--- src/hdl/gcrdm_pkg.sv ---
// ----------------------------------------------------------------------------
// gcrdm_pkg
// Shared widths, register indexes, codes and sequencer states for the
// Geiger count-rate and dose-rate monitor.
// ----------------------------------------------------------------------------
package gcrdm_pkg;

	localparam int LOG_DEPTH_DEF = 16;

	// field widths
	localparam int CNT_W  = 16;
	localparam int TOT_W  = 32;
	localparam int UP_W   = 32;
	localparam int TUBE_W = 16;
	localparam int THR_W  = 24;
	localparam int WSUM_W = 20;
	localparam int CPM_W  = 28;
	localparam int DOSE_W = 28;
	localparam int LVL_W  = 2;
	localparam int CFG_AW = 2;
	localparam int CFG_DW = 24;

	// fixed point: UQ24.4 CPM, UQ20.8 dose
	localparam int FRAC_W      = 4;
	localparam int SEC_PER_MIN = 60;
	localparam int CPM_SCALE   = SEC_PER_MIN * (1 << FRAC_W);
	localparam int PROD_W      = TOT_W + 10;

	// divider: quotient bits per division and step counter width
	localparam int DIV_STEPS = 28;
	localparam int STEP_W    = $clog2(DIV_STEPS);

	localparam logic [WSUM_W-1:0] WSUM_MAX = '1;
	localparam logic [CPM_W-1:0]  CPM_MAX  = '1;
	localparam logic [DOSE_W-1:0] DOSE_MAX = '1;

	// register indexes
	localparam logic [CFG_AW-1:0] REG_TUBE_INDEX = 2'd0;
	localparam logic [CFG_AW-1:0] REG_ALARM_LOW  = 2'd1;
	localparam logic [CFG_AW-1:0] REG_ALARM_HIGH = 2'd2;

	// register reset values
	localparam logic [TUBE_W-1:0] TUBE_INDEX_RST = 16'd151;
	localparam logic [THR_W-1:0]  ALARM_LOW_RST  = 24'd100;
	localparam logic [THR_W-1:0]  ALARM_HIGH_RST = 24'd1000;

	// request types
	localparam logic REQ_PULSE = 1'b0;
	localparam logic REQ_TICK  = 1'b1;

	// alarm levels
	localparam logic [LVL_W-1:0] LVL_NONE = 2'd0;
	localparam logic [LVL_W-1:0] LVL_LOW  = 2'd1;
	localparam logic [LVL_W-1:0] LVL_HIGH = 2'd2;

	typedef enum logic [2:0] {
		ST_IDLE,
		ST_CPM_LOAD,
		ST_CPM_CHK,
		ST_CPM_DIV,
		ST_DOSE_LOAD,
		ST_DOSE_CHK,
		ST_DOSE_DIV,
		ST_FINISH
	} state_t;

endpackage

--- src/hdl/gcrdm_req_if.sv ---
// ----------------------------------------------------------------------------
// gcrdm_req_if
// Request channel: tube pulse or end-of-period tick with uptime.
// ----------------------------------------------------------------------------
interface gcrdm_req_if;
	import gcrdm_pkg::*;

	logic            valid;
	logic            ready;
	logic            req_type;
	logic [UP_W-1:0] uptime_s;

	modport source (output valid, req_type, uptime_s, input ready);
	modport sink   (input valid, req_type, uptime_s, output ready);
endinterface

--- src/hdl/gcrdm_rsp_if.sv ---
// ----------------------------------------------------------------------------
// gcrdm_rsp_if
// Result channel: window sum, CPM, dose rate, alarm level, saturation flag.
// ----------------------------------------------------------------------------
interface gcrdm_rsp_if;
	import gcrdm_pkg::*;

	logic              valid;
	logic              ready;
	logic [WSUM_W-1:0] window_sum;
	logic [CPM_W-1:0]  cpm_total;
	logic [DOSE_W-1:0] dose_rate;
	logic [LVL_W-1:0]  alarm_level;
	logic              rate_saturated;

	modport source (output valid, window_sum, cpm_total, dose_rate, alarm_level,
		rate_saturated, input ready);
	modport sink   (input valid, window_sum, cpm_total, dose_rate, alarm_level,
		rate_saturated, output ready);
endinterface

--- src/hdl/gcrdm_cfg_if.sv ---
// ----------------------------------------------------------------------------
// gcrdm_cfg_if
// Configuration write channel: register index and write data.
// ----------------------------------------------------------------------------
interface gcrdm_cfg_if;
	import gcrdm_pkg::*;

	logic              valid;
	logic              ready;
	logic [CFG_AW-1:0] addr;
	logic [CFG_DW-1:0] data;

	modport source (output valid, addr, data, input ready);
	modport sink   (input valid, addr, data, output ready);
endinterface

--- src/hdl/geiger_count_rate_dose_monitor.sv ---
// ----------------------------------------------------------------------------
// geiger_count_rate_dose_monitor
// Counts tube pulses per log period and, on each period tick, reports the
// windowed count, extrapolated CPM, dose rate and alarm level.
// ----------------------------------------------------------------------------
// Usage:
//   req  - one transaction per event. req_type REQ_PULSE bumps the period
//          count (saturating). REQ_TICK closes the period
//          and produces exactly one rsp transaction; uptime_s is read then.
//   rsp  - window_sum, cpm_total (UQ24.4), dose_rate (UQ20.8), alarm_level,
//          rate_saturated. Held in an output register until taken.
//   cfg  - register writes (0 tube_index, 1 alarm_low_cpm, 2 alarm_high_cpm),
//          always ready; other indexes are dropped. Write only while idle.
// Sequence: after a tick is accepted, the sequencer loads total*960 into the
//   divider, checks it for overflow and runs 28 restoring steps for CPM, then
//   loads and checks the dose dividend and runs 28 steps for the dose, all on
//   one shared 34-bit subtractor, before the result goes into the output
//   register. A clamped division skips its 28 steps. req.ready is low until
//   the sequencer is idle again, so no request is taken while a tick is in
//   progress; pulses go at one per cycle otherwise.
// Stall: a finished result waits in the sequencer only if the previous one is
//   still unread; new requests are taken while a result sits in rsp.
// Reset: all counts, the running window sum and the log fill count clear;
//   registers return to 151 / 100 / 1000. The log RAM is not cleared: entries
//   are ignored until written, tracked by a fill count.
// ----------------------------------------------------------------------------
module geiger_count_rate_dose_monitor #(
	parameter int LOG_DEPTH = gcrdm_pkg::LOG_DEPTH_DEF
) (
	input  logic        clk,
	input  logic        arst_n,
	gcrdm_cfg_if.sink   cfg,
	gcrdm_req_if.sink   req,
	gcrdm_rsp_if.source rsp
);
	import gcrdm_pkg::*;

	localparam int AW = $clog2(LOG_DEPTH);
	// running sum of LOG_DEPTH-1 entries, plus headroom for the add
	localparam int SW = CNT_W + AW;
	localparam int XW = (SW > WSUM_W) ? SW : WSUM_W;
	localparam logic [AW-1:0] PTR_LAST = AW'(LOG_DEPTH - 1);

	// ---------------- state and registers ----------------
	state_t state_q, state_d;

	logic [TUBE_W-1:0] tube_q;
	logic [THR_W-1:0]  alarm_low_q;
	logic [THR_W-1:0]  alarm_high_q;

	logic [CNT_W-1:0]  period_q;
	logic [TOT_W-1:0]  total_q;
	logic [SW-1:0]     sum_q;     // sum of newest LOG_DEPTH-1 logged periods
	logic [AW-1:0]     wp_q;      // next log slot to write
	logic [AW-1:0]     fill_q;    // ticks so far, saturates at LOG_DEPTH-1
	logic              ovalid_q;

	// log memory
	logic [CNT_W-1:0]  log_mem [LOG_DEPTH];
	logic [CNT_W-1:0]  rd_q;      // oldest entry of the window, leaving it

	// datapath
	logic [CNT_W-1:0]  pc_q;      // period count just closed
	logic [WSUM_W-1:0] win_q;
	logic [CPM_W-1:0]  cpm_q;
	logic              sat_q;
	logic [UP_W-1:0]   dvsr_q;    // divisor: uptime, then tube index
	logic [UP_W-1:0]   rem_q;     // partial remainder, below the divisor while dividing
	logic [DIV_STEPS-1:0] dvd_q;  // dividend low bits in, quotient bits out
	logic [STEP_W-1:0] cnt_q;

	// output payload
	logic [WSUM_W-1:0] o_win_q;
	logic [CPM_W-1:0]  o_cpm_q;
	logic [DOSE_W-1:0] o_dose_q;
	logic [LVL_W-1:0]  o_lvl_q;
	logic              o_sat_q;

	// ---------------- combinational ----------------
	logic req_acc, pulse_acc, tick_acc, cfg_acc;
	logic unit_step, out_load;
	logic [AW-1:0] wp_next, rd_addr;
	logic [TOT_W:0] tot_sum;
	logic [PROD_W-1:0] prod;
	logic [XW-1:0] sum_x;
	logic [WSUM_W-1:0] win_sat;
	logic [SW-1:0] drop;
	logic [LVL_W-1:0] lvl;

	// shared subtractor: compare (check states) or one restoring step
	logic [UP_W+1:0] sub_a, sub_b, sub_d;
	logic sub_ge;
	logic [UP_W-1:0] rem_step;

	assign req_acc   = req.valid && req.ready;
	assign pulse_acc = req_acc && (req.req_type == REQ_PULSE);
	assign tick_acc  = req_acc && (req.req_type == REQ_TICK);
	assign cfg_acc   = cfg.valid && cfg.ready;

	assign cfg.ready = 1'b1;

	assign wp_next = (wp_q == PTR_LAST) ? '0 : wp_q + 1'b1;
	// slot written LOG_DEPTH-1 ticks ago is the one after the write pointer
	assign rd_addr = wp_next;

	assign tot_sum = {1'b0, total_q} + (TOT_W + 1)'(period_q);
	assign prod    = PROD_W'(total_q) * PROD_W'(CPM_SCALE);

	assign sum_x   = XW'(sum_q);
	assign win_sat = (sum_x > XW'(WSUM_MAX)) ? WSUM_MAX : sum_x[WSUM_W-1:0];
	assign drop    = (fill_q == PTR_LAST) ? SW'(rd_q) : '0;

	always_comb begin
		if (unit_step) begin
			sub_a = {1'b0, rem_q, dvd_q[DIV_STEPS-1]};
		end else begin
			sub_a = {2'b00, rem_q};
		end
		sub_b    = {2'b00, dvsr_q};
		sub_d    = sub_a - sub_b;
		sub_ge   = !sub_d[UP_W+1];
		rem_step = sub_ge ? sub_d[UP_W-1:0] : sub_a[UP_W-1:0];
	end

	always_comb begin
		if (cpm_q >= {alarm_high_q, {FRAC_W{1'b0}}}) begin
			lvl = LVL_HIGH;
		end else if (cpm_q >= {alarm_low_q, {FRAC_W{1'b0}}}) begin
			lvl = LVL_LOW;
		end else begin
			lvl = LVL_NONE;
		end
	end

	// ---------------- sequencer ----------------
	always_comb begin
		state_d = state_q;
		case (state_q)
			ST_IDLE:      if (tick_acc) state_d = ST_CPM_LOAD;
			ST_CPM_LOAD:  state_d = ST_CPM_CHK;
			ST_CPM_CHK:   state_d = sub_ge ? ST_DOSE_LOAD : ST_CPM_DIV;
			ST_CPM_DIV:   if (cnt_q == '0) state_d = ST_DOSE_LOAD;
			ST_DOSE_LOAD: state_d = ST_DOSE_CHK;
			ST_DOSE_CHK:  state_d = sub_ge ? ST_FINISH : ST_DOSE_DIV;
			ST_DOSE_DIV:  if (cnt_q == '0) state_d = ST_FINISH;
			ST_FINISH:    if (out_load) state_d = ST_IDLE;
			default:      state_d = ST_IDLE;
		endcase
	end

	always_comb begin
		req.ready = (state_q == ST_IDLE);
		unit_step = (state_q == ST_CPM_DIV) || (state_q == ST_DOSE_DIV);
		out_load  = (state_q == ST_FINISH) && (!ovalid_q || rsp.ready);
	end

	// ---------------- control registers ----------------
	always_ff @(posedge clk or negedge arst_n) begin
		if (!arst_n) begin
			state_q      <= ST_IDLE;
			tube_q       <= TUBE_INDEX_RST;
			alarm_low_q  <= ALARM_LOW_RST;
			alarm_high_q <= ALARM_HIGH_RST;
			period_q     <= '0;
			total_q      <= '0;
			sum_q        <= '0;
			wp_q         <= '0;
			fill_q       <= '0;
			ovalid_q     <= 1'b0;
		end else begin
			state_q <= state_d;

			if (cfg_acc) begin
				case (cfg.addr)
					REG_TUBE_INDEX: tube_q       <= cfg.data[TUBE_W-1:0];
					REG_ALARM_LOW:  alarm_low_q  <= cfg.data[THR_W-1:0];
					REG_ALARM_HIGH: alarm_high_q <= cfg.data[THR_W-1:0];
					default:        ;
				endcase
			end

			if (pulse_acc && (period_q != '1)) begin
				period_q <= period_q + 1'b1;
			end else if (tick_acc) begin
				period_q <= '0;
			end

			if (tick_acc) begin
				total_q <= tot_sum[TOT_W] ? '1 : tot_sum[TOT_W-1:0];
				wp_q    <= wp_next;
			end

			// slide the window: new period in, oldest out once the log is full
			if (state_q == ST_CPM_LOAD) begin
				sum_q <= sum_q + SW'(pc_q) - drop;
				if (fill_q != PTR_LAST) fill_q <= fill_q + 1'b1;
			end

			if (out_load) begin
				ovalid_q <= 1'b1;
			end else if (rsp.ready) begin
				ovalid_q <= 1'b0;
			end
		end
	end

	// ---------------- log memory ----------------
	always_ff @(posedge clk) begin
		if (tick_acc) begin
			log_mem[wp_q] <= period_q;
			rd_q          <= log_mem[rd_addr];
		end
	end

	// ---------------- datapath ----------------
	always_ff @(posedge clk) begin
		case (state_q)
			ST_IDLE: begin
				if (tick_acc) begin
					pc_q   <= period_q;
					win_q  <= win_sat;
					dvsr_q <= req.uptime_s;
					sat_q  <= 1'b0;
				end
			end
			ST_CPM_LOAD: begin
				// total*960 split: high bits seed the remainder
				rem_q <= UP_W'(prod[PROD_W-1:DIV_STEPS]);
				dvd_q <= prod[DIV_STEPS-1:0];
				cnt_q <= STEP_W'(DIV_STEPS - 1);
			end
			ST_CPM_CHK: begin
				// quotient would exceed 28 bits, or uptime is zero
				if (sub_ge) begin
					cpm_q <= CPM_MAX;
					sat_q <= 1'b1;
				end
			end
			ST_CPM_DIV: begin
				rem_q <= rem_step;
				dvd_q <= {dvd_q[DIV_STEPS-2:0], sub_ge};
				cnt_q <= cnt_q - 1'b1;
				if (cnt_q == '0) cpm_q <= {dvd_q[DIV_STEPS-2:0], sub_ge};
			end
			ST_DOSE_LOAD: begin
				// dividend is cpm*16
				rem_q  <= UP_W'(cpm_q[CPM_W-1:CPM_W-FRAC_W]);
				dvd_q  <= {cpm_q[CPM_W-FRAC_W-1:0], {FRAC_W{1'b0}}};
				dvsr_q <= UP_W'(tube_q);
				cnt_q  <= STEP_W'(DIV_STEPS - 1);
			end
			ST_DOSE_CHK: begin
				// dose overflow or zero tube index: clamp, flag untouched
				if (sub_ge) dvd_q <= DOSE_MAX;
			end
			ST_DOSE_DIV: begin
				rem_q <= rem_step;
				dvd_q <= {dvd_q[DIV_STEPS-2:0], sub_ge};
				cnt_q <= cnt_q - 1'b1;
			end
			ST_FINISH: begin
				if (out_load) begin
					o_win_q  <= win_q;
					o_cpm_q  <= cpm_q;
					o_dose_q <= dvd_q;
					o_lvl_q  <= lvl;
					o_sat_q  <= sat_q;
				end
			end
			default: ;
		endcase
	end

	assign rsp.valid          = ovalid_q;
	assign rsp.window_sum     = o_win_q;
	assign rsp.cpm_total      = o_cpm_q;
	assign rsp.dose_rate      = o_dose_q;
	assign rsp.alarm_level    = o_lvl_q;
	assign rsp.rate_saturated = o_sat_q;

endmodule
--- src/flat_wrapper.sv ---
// flat-port wrapper written by rule: the top's interface ports become plain ports
module geiger_count_rate_dose_monitor_flat import gcrdm_pkg::*;
#(
	parameter int LOG_DEPTH = gcrdm_pkg::LOG_DEPTH_DEF
)
  (clk, arst_n, cfg_valid, cfg_addr, cfg_data, cfg_ready, req_valid, req_req_type, req_uptime_s, req_ready, rsp_valid, rsp_window_sum, rsp_cpm_total, rsp_dose_rate, rsp_alarm_level, rsp_rate_saturated, rsp_ready);
  gcrdm_cfg_if cfg_i ();
  gcrdm_req_if req_i ();
  gcrdm_rsp_if rsp_i ();
  input  logic clk;
  input  logic arst_n;
  input wire logic [$bits(cfg_i.valid)-1:0] cfg_valid;
  input wire logic [$bits(cfg_i.addr)-1:0] cfg_addr;
  input wire logic [$bits(cfg_i.data)-1:0] cfg_data;
  output wire logic [$bits(cfg_i.ready)-1:0] cfg_ready;
  input wire logic [$bits(req_i.valid)-1:0] req_valid;
  input wire logic [$bits(req_i.req_type)-1:0] req_req_type;
  input wire logic [$bits(req_i.uptime_s)-1:0] req_uptime_s;
  output wire logic [$bits(req_i.ready)-1:0] req_ready;
  output wire logic [$bits(rsp_i.valid)-1:0] rsp_valid;
  output wire logic [$bits(rsp_i.window_sum)-1:0] rsp_window_sum;
  output wire logic [$bits(rsp_i.cpm_total)-1:0] rsp_cpm_total;
  output wire logic [$bits(rsp_i.dose_rate)-1:0] rsp_dose_rate;
  output wire logic [$bits(rsp_i.alarm_level)-1:0] rsp_alarm_level;
  output wire logic [$bits(rsp_i.rate_saturated)-1:0] rsp_rate_saturated;
  input wire logic [$bits(rsp_i.ready)-1:0] rsp_ready;
  assign cfg_i.valid = cfg_valid;
  assign cfg_i.addr = cfg_addr;
  assign cfg_i.data = cfg_data;
  assign cfg_ready = cfg_i.ready;
  assign req_i.valid = req_valid;
  assign req_i.req_type = req_req_type;
  assign req_i.uptime_s = req_uptime_s;
  assign req_ready = req_i.ready;
  assign rsp_valid = rsp_i.valid;
  assign rsp_window_sum = rsp_i.window_sum;
  assign rsp_cpm_total = rsp_i.cpm_total;
  assign rsp_dose_rate = rsp_i.dose_rate;
  assign rsp_alarm_level = rsp_i.alarm_level;
  assign rsp_rate_saturated = rsp_i.rate_saturated;
  assign rsp_i.ready = rsp_ready;
  geiger_count_rate_dose_monitor #(.LOG_DEPTH(LOG_DEPTH)) u_core (.clk(clk), .arst_n(arst_n), .cfg(cfg_i), .req(req_i), .rsp(rsp_i));
endmodule
--- config.mk ---
export PLATFORM = sky130hd
export DESIGN_NAME = geiger_count_rate_dose_monitor_flat
export DESIGN_NICKNAME = d
export VERILOG_FILES = /design/src/hdl/gcrdm_pkg.sv /design/src/hdl/gcrdm_req_if.sv /design/src/hdl/gcrdm_rsp_if.sv /design/src/hdl/gcrdm_cfg_if.sv /design/src/hdl/geiger_count_rate_dose_monitor.sv /design/src/flat_wrapper.sv
export SDC_FILE = /design/constraint.sdc
export NUM_CORES = 1
export LEC_CHECK = 0
export BUFFER_PORTS_ARGS = -buffer_cell sky130_fd_sc_hd__buf_2
export CAP_MARGIN = 20
export CORE_UTILIZATION = 50
export CTS_BUF_LIST = sky130_fd_sc_hd__clkbuf_16
export DETAILED_ROUTE_END_ITERATION = 7
export PLACE_DENSITY = 0.67
export SLEW_MARGIN = 10
export SYNTH_ARGS = -nofsm -noshare
export SYNTH_HDL_FRONTEND = slang
export SYNTH_SLANG_ARGS = --single-unit
--- constraint.sdc ---
create_clock -name clk -period 6.28 [get_ports clk]
set_input_delay 0.314 -clock clk [delete_from_list [all_inputs] [get_ports clk]]
set_output_delay 0.314 -clock clk [all_outputs]
set_load 0.05 [all_outputs]
# ---- Word level (Yosys, flattened, before mapping)
# Memory sizes are Yosys's and may differ from the RTL's. A register that Yosys moved wholly into a read port is not among the register bits.
# Cells that the tools add are included.
dict set report classes {
  add_sub_neg 8
  multipliers 1
  magnitude_cmp 3
  n_eq_ne 19
  mux 30
  n_bitwise 1
  reduce_logical 33
}
# cell count
set ops {}
lappend ops {{one-hot mux 28 bit (4 select lines)} 1}
lappend ops {{2-to-1 mux 32 bit} 3}
lappend ops {{one-hot mux 32 bit (3 select lines)} 1}
lappend ops {{one-hot mux 32 bit (2 select lines)} 1}
lappend ops {{>= comparator 28 bit} 2}
lappend ops {{2-to-1 mux 28 bit} 2}
lappend ops {{one-hot mux 28 bit (2 select lines)} 1}
lappend ops {{2-to-1 mux 16 bit} 3}
lappend ops {{multiplier 32 x 4 -> 36 bit (second input constant)} 1}
lappend ops {{subtractor 34 x 32 -> 34 bit} 1}
lappend ops {{adder 32 x 16 -> 33 bit} 1}
lappend ops {{2-to-1 mux 33 bit} 1}
lappend ops {{one-hot mux 3 bit (8 select lines)} 1}
lappend ops {{adder 20 x 16 -> 20 bit} 1}
lappend ops {{> comparator 20 bit (second input constant)} 1}
lappend ops {{subtractor 20 bit} 1}
lappend ops {{adder 16 x 1 -> 16 bit (second input constant)} 1}
lappend ops {{!= test 16 bit (second input constant)} 1}
lappend ops {{AND reduction 2 bit} 8}
lappend ops {{2-to-1 mux 3 bit} 5}
lappend ops {{equality test 3 bit (second input constant)} 4}
lappend ops {{nonzero test 2 bit} 6}
lappend ops {{one-hot mux 5 bit (2 select lines)} 1}
lappend ops {{adder 4 x 1 -> 4 bit (second input constant)} 2}
lappend ops {{24 further kinds} 45}
dict set report word_totals {
  register_bits 385
  ram_bits 256
  input_bits 64
  output_inout_bits 82
  elab_cells 119
  n_memories 1
}
# name words width read_ports rd_ports_with_merged_regs wr line_no
set memory_table {}
lappend memory_table {u_core.log_mem 16 16 1 1 1 geiger_count_rate_dose_monitor.sv:59} ;# logic [CNT_W-1:0] log_mem [LOG_DEPTH];

# ---- Logic depth before layout (Yosys ltp)
dict set report logic_depth {
  ltp_word 7
  ltp_mapped 19
  depth_no_buf 17
}

# ---- Least setup slack after synthesis
# No wires, ideal clock.
dict set report synth_path {
  kind {register to register}
  start {reg u_core.state_q[0]}
  end {reg u_core.dvd_q[0] (enable)}
  setup_time_ns 0.422
  t_arrival_ns 4.934
  slack_ns 0.924
  path_stages_with_launch 20
  path_buffers 5
  cell_sequence {dfrtp_1 > xor2_1 > and2_0 > clkbuf_1 > buf_1 > nand2_1 > nand2_1 > ha_1 > clkbuf_1 > nand4_1 > nor4_1 > o21ai_0 > o211ai_1 > o2111a_1 > nor2_1 > buf_2 > buf_4 > nor2_1 > nor2_1 > a21oi_1}
}
dict set report synth_via {
  elab_chain_len 6
  word_cells_on_any_way 12
}
# element line_no
set synth_lines {}
lappend synth_lines {{start: declaration} geiger_count_rate_dose_monitor.sv:45} ;# state_t state_q, state_d;
lappend synth_lines {{start signal: assignment} geiger_count_rate_dose_monitor.sv:171} ;# state_q <= state_d;
lappend synth_lines {{equality test 3 x 2 -> 1 bit or equality test 3 bit (tied branches)} {geiger_count_rate_dose_monitor.sv:153, geiger_count_rate_dose_monitor.sv:217}}
lappend synth_lines {{logical OR 1 bit} geiger_count_rate_dose_monitor.sv:153} ;# unit_step = (state_q == ST_CPM_DIV) || (state_q == ST_DOSE_DIV);
lappend synth_lines {{2-to-1 mux 33 bit} geiger_count_rate_dose_monitor.sv:114} ;# if (unit_step) begin
lappend synth_lines {{subtractor 34 x 32 -> 34 bit} geiger_count_rate_dose_monitor.sv:120} ;# sub_d = sub_a - sub_b;
lappend synth_lines {{!= test 2 bit (no source line)} --}
lappend synth_lines {{AND reduction 2 bit (no source line) *} --}
lappend synth_lines {{end signal: assignment} geiger_count_rate_dose_monitor.sv:229} ;# dvd_q <= prod[DIV_STEPS-1:0];
lappend synth_lines {{end signal: assignment} geiger_count_rate_dose_monitor.sv:241} ;# dvd_q <= {dvd_q[DIV_STEPS-2:0], sub_ge};
lappend synth_lines {{end signal: assignment} geiger_count_rate_dose_monitor.sv:248} ;# dvd_q <= {cpm_q[CPM_W-FRAC_W-1:0], {FRAC_W{1'b0}}};
lappend synth_lines {{end: declaration} geiger_count_rate_dose_monitor.sv:69} ;# logic [DIV_STEPS-1:0] dvd_q;
# Every way passes the cells marked *; elsewhere a longest branch is shown, timed or not.
# A chain may end at the register's enable or synchronous reset.

# ---- Worst setup path after layout
dict set report layout_path {
  start {reg u_core.state_q[0]}
  end {reg u_core.cpm_q[15] (enable)}
}
dict set report layout_via {
  elab_chain_len 6
  word_cells_on_any_way 10
}
# element line_no
set layout_lines {}
lappend layout_lines {{equality test 3 x 2 -> 1 bit or equality test 3 bit (tied branches)} {geiger_count_rate_dose_monitor.sv:153, geiger_count_rate_dose_monitor.sv:217}}
lappend layout_lines {{logical OR 1 bit} geiger_count_rate_dose_monitor.sv:153}
lappend layout_lines {{2-to-1 mux 33 bit} geiger_count_rate_dose_monitor.sv:114}
lappend layout_lines {{subtractor 34 x 32 -> 34 bit} geiger_count_rate_dose_monitor.sv:120}
lappend layout_lines {{!= test 2 bit (no source line)} --}
lappend layout_lines {{AND reduction 3 bit (no source line) *} --}
lappend layout_lines {{end signal: assignment} geiger_count_rate_dose_monitor.sv:243} ;# if (cnt_q == '0) cpm_q <= {dvd_q[DIV_STEPS-2:0], sub_ge};
lappend layout_lines {{end: declaration} geiger_count_rate_dose_monitor.sv:65} ;# logic [CPM_W-1:0] cpm_q;
# Marked as above.

==> flow_metrics.env <==
export IMPL_finalInstanceArea_mm2=0.03919
export IMPL_tightest_slew_ns=1.135
export IMPL_skew_ns=0.04318
export IMPL_avgRoutedWirePerCell_um=20.46
export IMPL_r2r_setup_slack_ns=1.12
export IMPL_fillCellCount=5457
export IMPL_drv_slew=0
export IMPL_yosys_register_bits=657
export IMPL_grt_usage=0.2316
export IMPL_cts_tree="yes"
export IMPL_reg2reg_depth=15
export IMPL_portBuffers=144
export IMPL_clock_latency_ns=0.63
export IMPL_r2r_end="u_core.cpm_q[15]"
export IMPL_gp_congestion=0.8802
export IMPL_num_vias=22310
export IMPL_finalCritPeriodShare=0.8223
export IMPL_hold_viol_final=0
export IMPL_place_area_mm2=0.03627
export IMPL_placed_cells=3760
export IMPL_diodes=0
export IMPL_detail_route_first_pass_iterations=5
export IMPL_first_global_vias=22440
export IMPL_post_cts_setup_buffers=0
export IMPL_crit_chain="xor2_1, and2_2, buf_4, nand2_1, nand2_1, ha_1, nand4_1, nor4_1, o21ai_0, o211ai_1, o2111a_1, or2_1, nand2_1, a21oi_2, buf_4"
export IMPL_async_reset_ff_frac=0.2192
export IMPL_p_per_area_mw_per_mm2=582.9
export IMPL_grt_ovfl_total=0
export IMPL_crit_path_top_delay_cell="and2_2"
export IMPL_netlist_instances=2785
export IMPL_synth_area_top_cells="edfxtp_1 (45%), dfrtp_1 (9.4%), ha_1 (6.4%)"
export IMPL_ys_warnings_count=0
export IMPL_cts_buffer_depth=3
export IMPL_root_buffer="clkbuf_16"
export IMPL_fp_row_count=96
export IMPL_finalCriticalPeriod_ns=5.164
export IMPL_power_leakage_nw=15.61
export IMPL_worstPathRequired_ns=6.56
export IMPL_arrival_ns=5.45
export IMPL_worstSetupEndpoint="u_core.cpm_q[15]"
export IMPL_area_delta_synth_final_pct=13.25
export IMPL_wl_um=80740
export IMPL_dieArea_mm2=0.07026
export IMPL_worstPathMaxFanout=32
export IMPL_core_area_mm2=0.06859
export IMPL_start_util=0.5045
export IMPL_fmax_mhz=193.6
export IMPL_htreeDepth=3
export IMPL_synth_edff_count=513
export IMPL_power_mw=22.84
export IMPL_grt_max_degree=94
export IMPL_grt_pass1_wl_um=126400
export IMPL_layout_drive_gt1_share=0.1611
export IMPL_yosysTopAreaCell="edfxtp_1"
export IMPL_rsz0062_at_grt="false"
export IMPL_setup_tns_ns=0
export IMPL_setup_viol=0
export IMPL_end_kind="flop"
export IMPL_antenna_found_initial=0
export IMPL_setup_ws_ns=1.116
export IMPL_routed_via_density=5.651
export IMPL_finalNonFillerCells=3947
export IMPL_syn_avg_cell_area_um2=12.42
export IMPL_status="finished, final reports clean"
export IMPL_remaining_drc_errors=0
export IMPL_r2r_start="u_core.state_q[0]"
export IMPL_fp_dieH_um=265.1
export IMPL_hpwl_um=55450
export IMPL_hold_class="input port to flop"
export IMPL_synth_nets=3106
export IMPL_max_stage_delay_ns=0.66
export IMPL_ys_types=87
export IMPL_drtAntennaViolNets=0
export IMPL_max_slew_margin=0.2431
export IMPL_drtIter0Drc=1816
export IMPL_crit_start="u_core.state_q[0]"
export IMPL_ys_seq_area_frac=0.5498
export IMPL_cts_reportedPaths_clkPinSlew_ns=0.06
export IMPL_netlist_area_leader_share=0.4452
export IMPL_maxCapViolCount=0
export IMPL_seqCellArea_mm2=0.01903
export IMPL_irDropWorstVdd_mv=0.5338
export IMPL_crit_top_cell="nand2_1"
export IMPL_crit_type="flop to flop"
export IMPL_start_kind="flop"
export IMPL_synthFlopType="edfxtp_1"
export IMPL_fp_dieW_um=265.1
export IMPL_syn_area_mm2=0.03460
export IMPL_post_place_ws_ns=1.156
export IMPL_ios=146
export IMPL_multi_input_area_mm2=0.01408
export IMPL_cts_made_buffers=71
export IMPL_cts_resized=0
export IMPL_clock_sinks=657
export IMPL_final_nets=3279
==> cells in the mapped netlist, drive strengths merged, types with 5 or more instances <==
| library cell | number |
|---|---|
| nand4 | 18 |
| dfstp | 14 |
| ha | 178 |
| a221oi | 19 |
| a2111oi | 5 |
| a31o | 5 |
| xor2 | 29 |
| nor2 | 134 |
| dfrtp | 130 |
| a2bb2oi | 11 |
| mux2i | 13 |
| o2111ai | 6 |
| nand2 | 283 |
| mux2 | 80 |
| nor2b | 21 |
| inv | 285 |
| edfxtp | 513 |
| a31oi | 21 |
| fa | 79 |
| and3 | 28 |
| o22ai | 42 |
| and2 | 52 |
| a21o | 47 |
| buf | 30 |
| nor3 | 27 |
| a21boi | 11 |
| o21ai | 128 |
| nand3 | 34 |
| o211ai | 11 |
| a211oi | 20 |
| a21oi | 107 |
| mux4 | 80 |
| nor4 | 5 |
| clkbuf | 97 |
| o21a | 20 |
| xnor2 | 59 |
| nand2b | 11 |
| o21bai | 14 |
| or3 | 35 |
| nand3b | 5 |
==> stage by stage <==
step / utilization / hold slack, ns
6_report: 0.5713 / 0.03068
5_1_grt: 0.5713 / 0.01219
4_1_cts: 0.5703 / 0.001124
3_5_place_dp: 0.5288 / 0.4057
3_3_place_gp: 0.5288 / 0.4072
2_1_floorplan: - / 0.01841
==> cell families after synthesis <==
kind of cell               count (synthesis)  share of synthesized area
adders and majority gates                257                     0.1101
muxes                                    173                    0.08187
other                                      1                  0.0001084
buffers and inverters                    412                    0.04571
DFF                                      657                     0.5498
xor gates and xnor gates                  88                    0.02227
AOI/OAI and AO/OA                        529                     0.1007
and+or+nand+nor                          668                    0.08946
==> layout make-up <==
type | count | area share
sequential | 657 | 0.4856
multi-input combinational | 1716 | 0.3592
clock inverter | 60 | 0.01434
timing repair buffer | 227 | 0.03854
clock buffer | 71 | 0.04534
tap | 931 | 0.02973
inverter | 285 | 0.02730
==> worst min-delay path by stage <==
stage / from / end / slack, ns / cells past startpoint
final: req_uptime_s[31] / u_core.dvsr_q[31] / 0.03 / 2
after CTS: req_uptime_s[31] / u_core.dvsr_q[31] / 0.001 / 2
after detailed placement: u_core.win_q[12] / u_core.rsp.window_sum[12] / 0.41 / 0
after global routing: req_uptime_s[31] / u_core.dvsr_q[31] / 0.01 / 2
after floorplan: arst_n / u_core.alarm_high_q[0] / 0.02 / 0
after global placement: u_core.win_q[16] / u_core.rsp.window_sum[16] / 0.41 / 0
==> flip-flops by register name (all words and copies together), names as in the netlist, 24 cells and up <==
signal	flops
u_core.rem_q	32
u_core.alarm_high_q	24
u_core.rsp.cpm_total	28
u_core.log_mem	256
u_core.dvsr_q	32
u_core.cpm_q	28
u_core.alarm_low_q	24
u_core.total_q	32
u_core.dvd_q	28
u_core.rsp.dose_rate	28
==> critical path: cells and delay by family (launching register included) <==
| kind | cells | cell delay, ns |
|---|---|---|
| simple gates | 7 | 2.12 |
| compound gates | 4 | 0.76 |
| buf+inv | 2 | 0.68 |
| xor+xnor | 1 | 0.52 |
| flops | 1 | 0.39 |
| fa+ha+maj | 1 | 0.28 |
==> metal layers <==
metal	share of wire	vias up	GRT usage
met5	0	-	0
met4	0.027	0	0.07639
met3	0.048	142	0.02935
met2	0.50	624	0.4002
met1	0.42	11110	0.3033
li1	-	10430	-
==> cell usage in the layout, fill, tap and decap left out, types with 13 or more instances in the layout <==
master and instances:
inv_1 300, or3_1 35, a21oi_1 104, mux2i_1 13
nor2_1 131, a31oi_1 20, fa_1 79, dfrtp_1 129
buf_4 27, mux2_2 80, nand2_1 282, nand3_1 33
a21o_1 47, buf_2 143, nor2b_1 21, dfstp_2 14
o22ai_1 41, a221oi_1 19, and2_1 51, nand4_1 18
xor2_1 27, o21bai_1 14, nor3_1 27, xnor2_1 59
o21a_1 20, ha_1 177, edfxtp_1 513, and3_1 28
o21ai_0 125, dlygate4sd3_1 51, a211oi_1 20, mux4_2 80
clkbuf_16 71
==> where the power goes <==
| part | internal, mW | switching, mW | total [mW] |
|---|---|---|---|
| Sequential | 5.95 | 0.623 | 6.57 |
| Combinational | 4.86 | 7.29 | 12.1 |
| Clock | 2.32 | 1.80 | 4.12 |
==> timing repair <==
action	CTS	global route
hold buffers	51	0
endpoints found under the setup margin	0	0
hold endpoints to repair	167	0
Note: power is estimated with default switching activity, not from simulation.
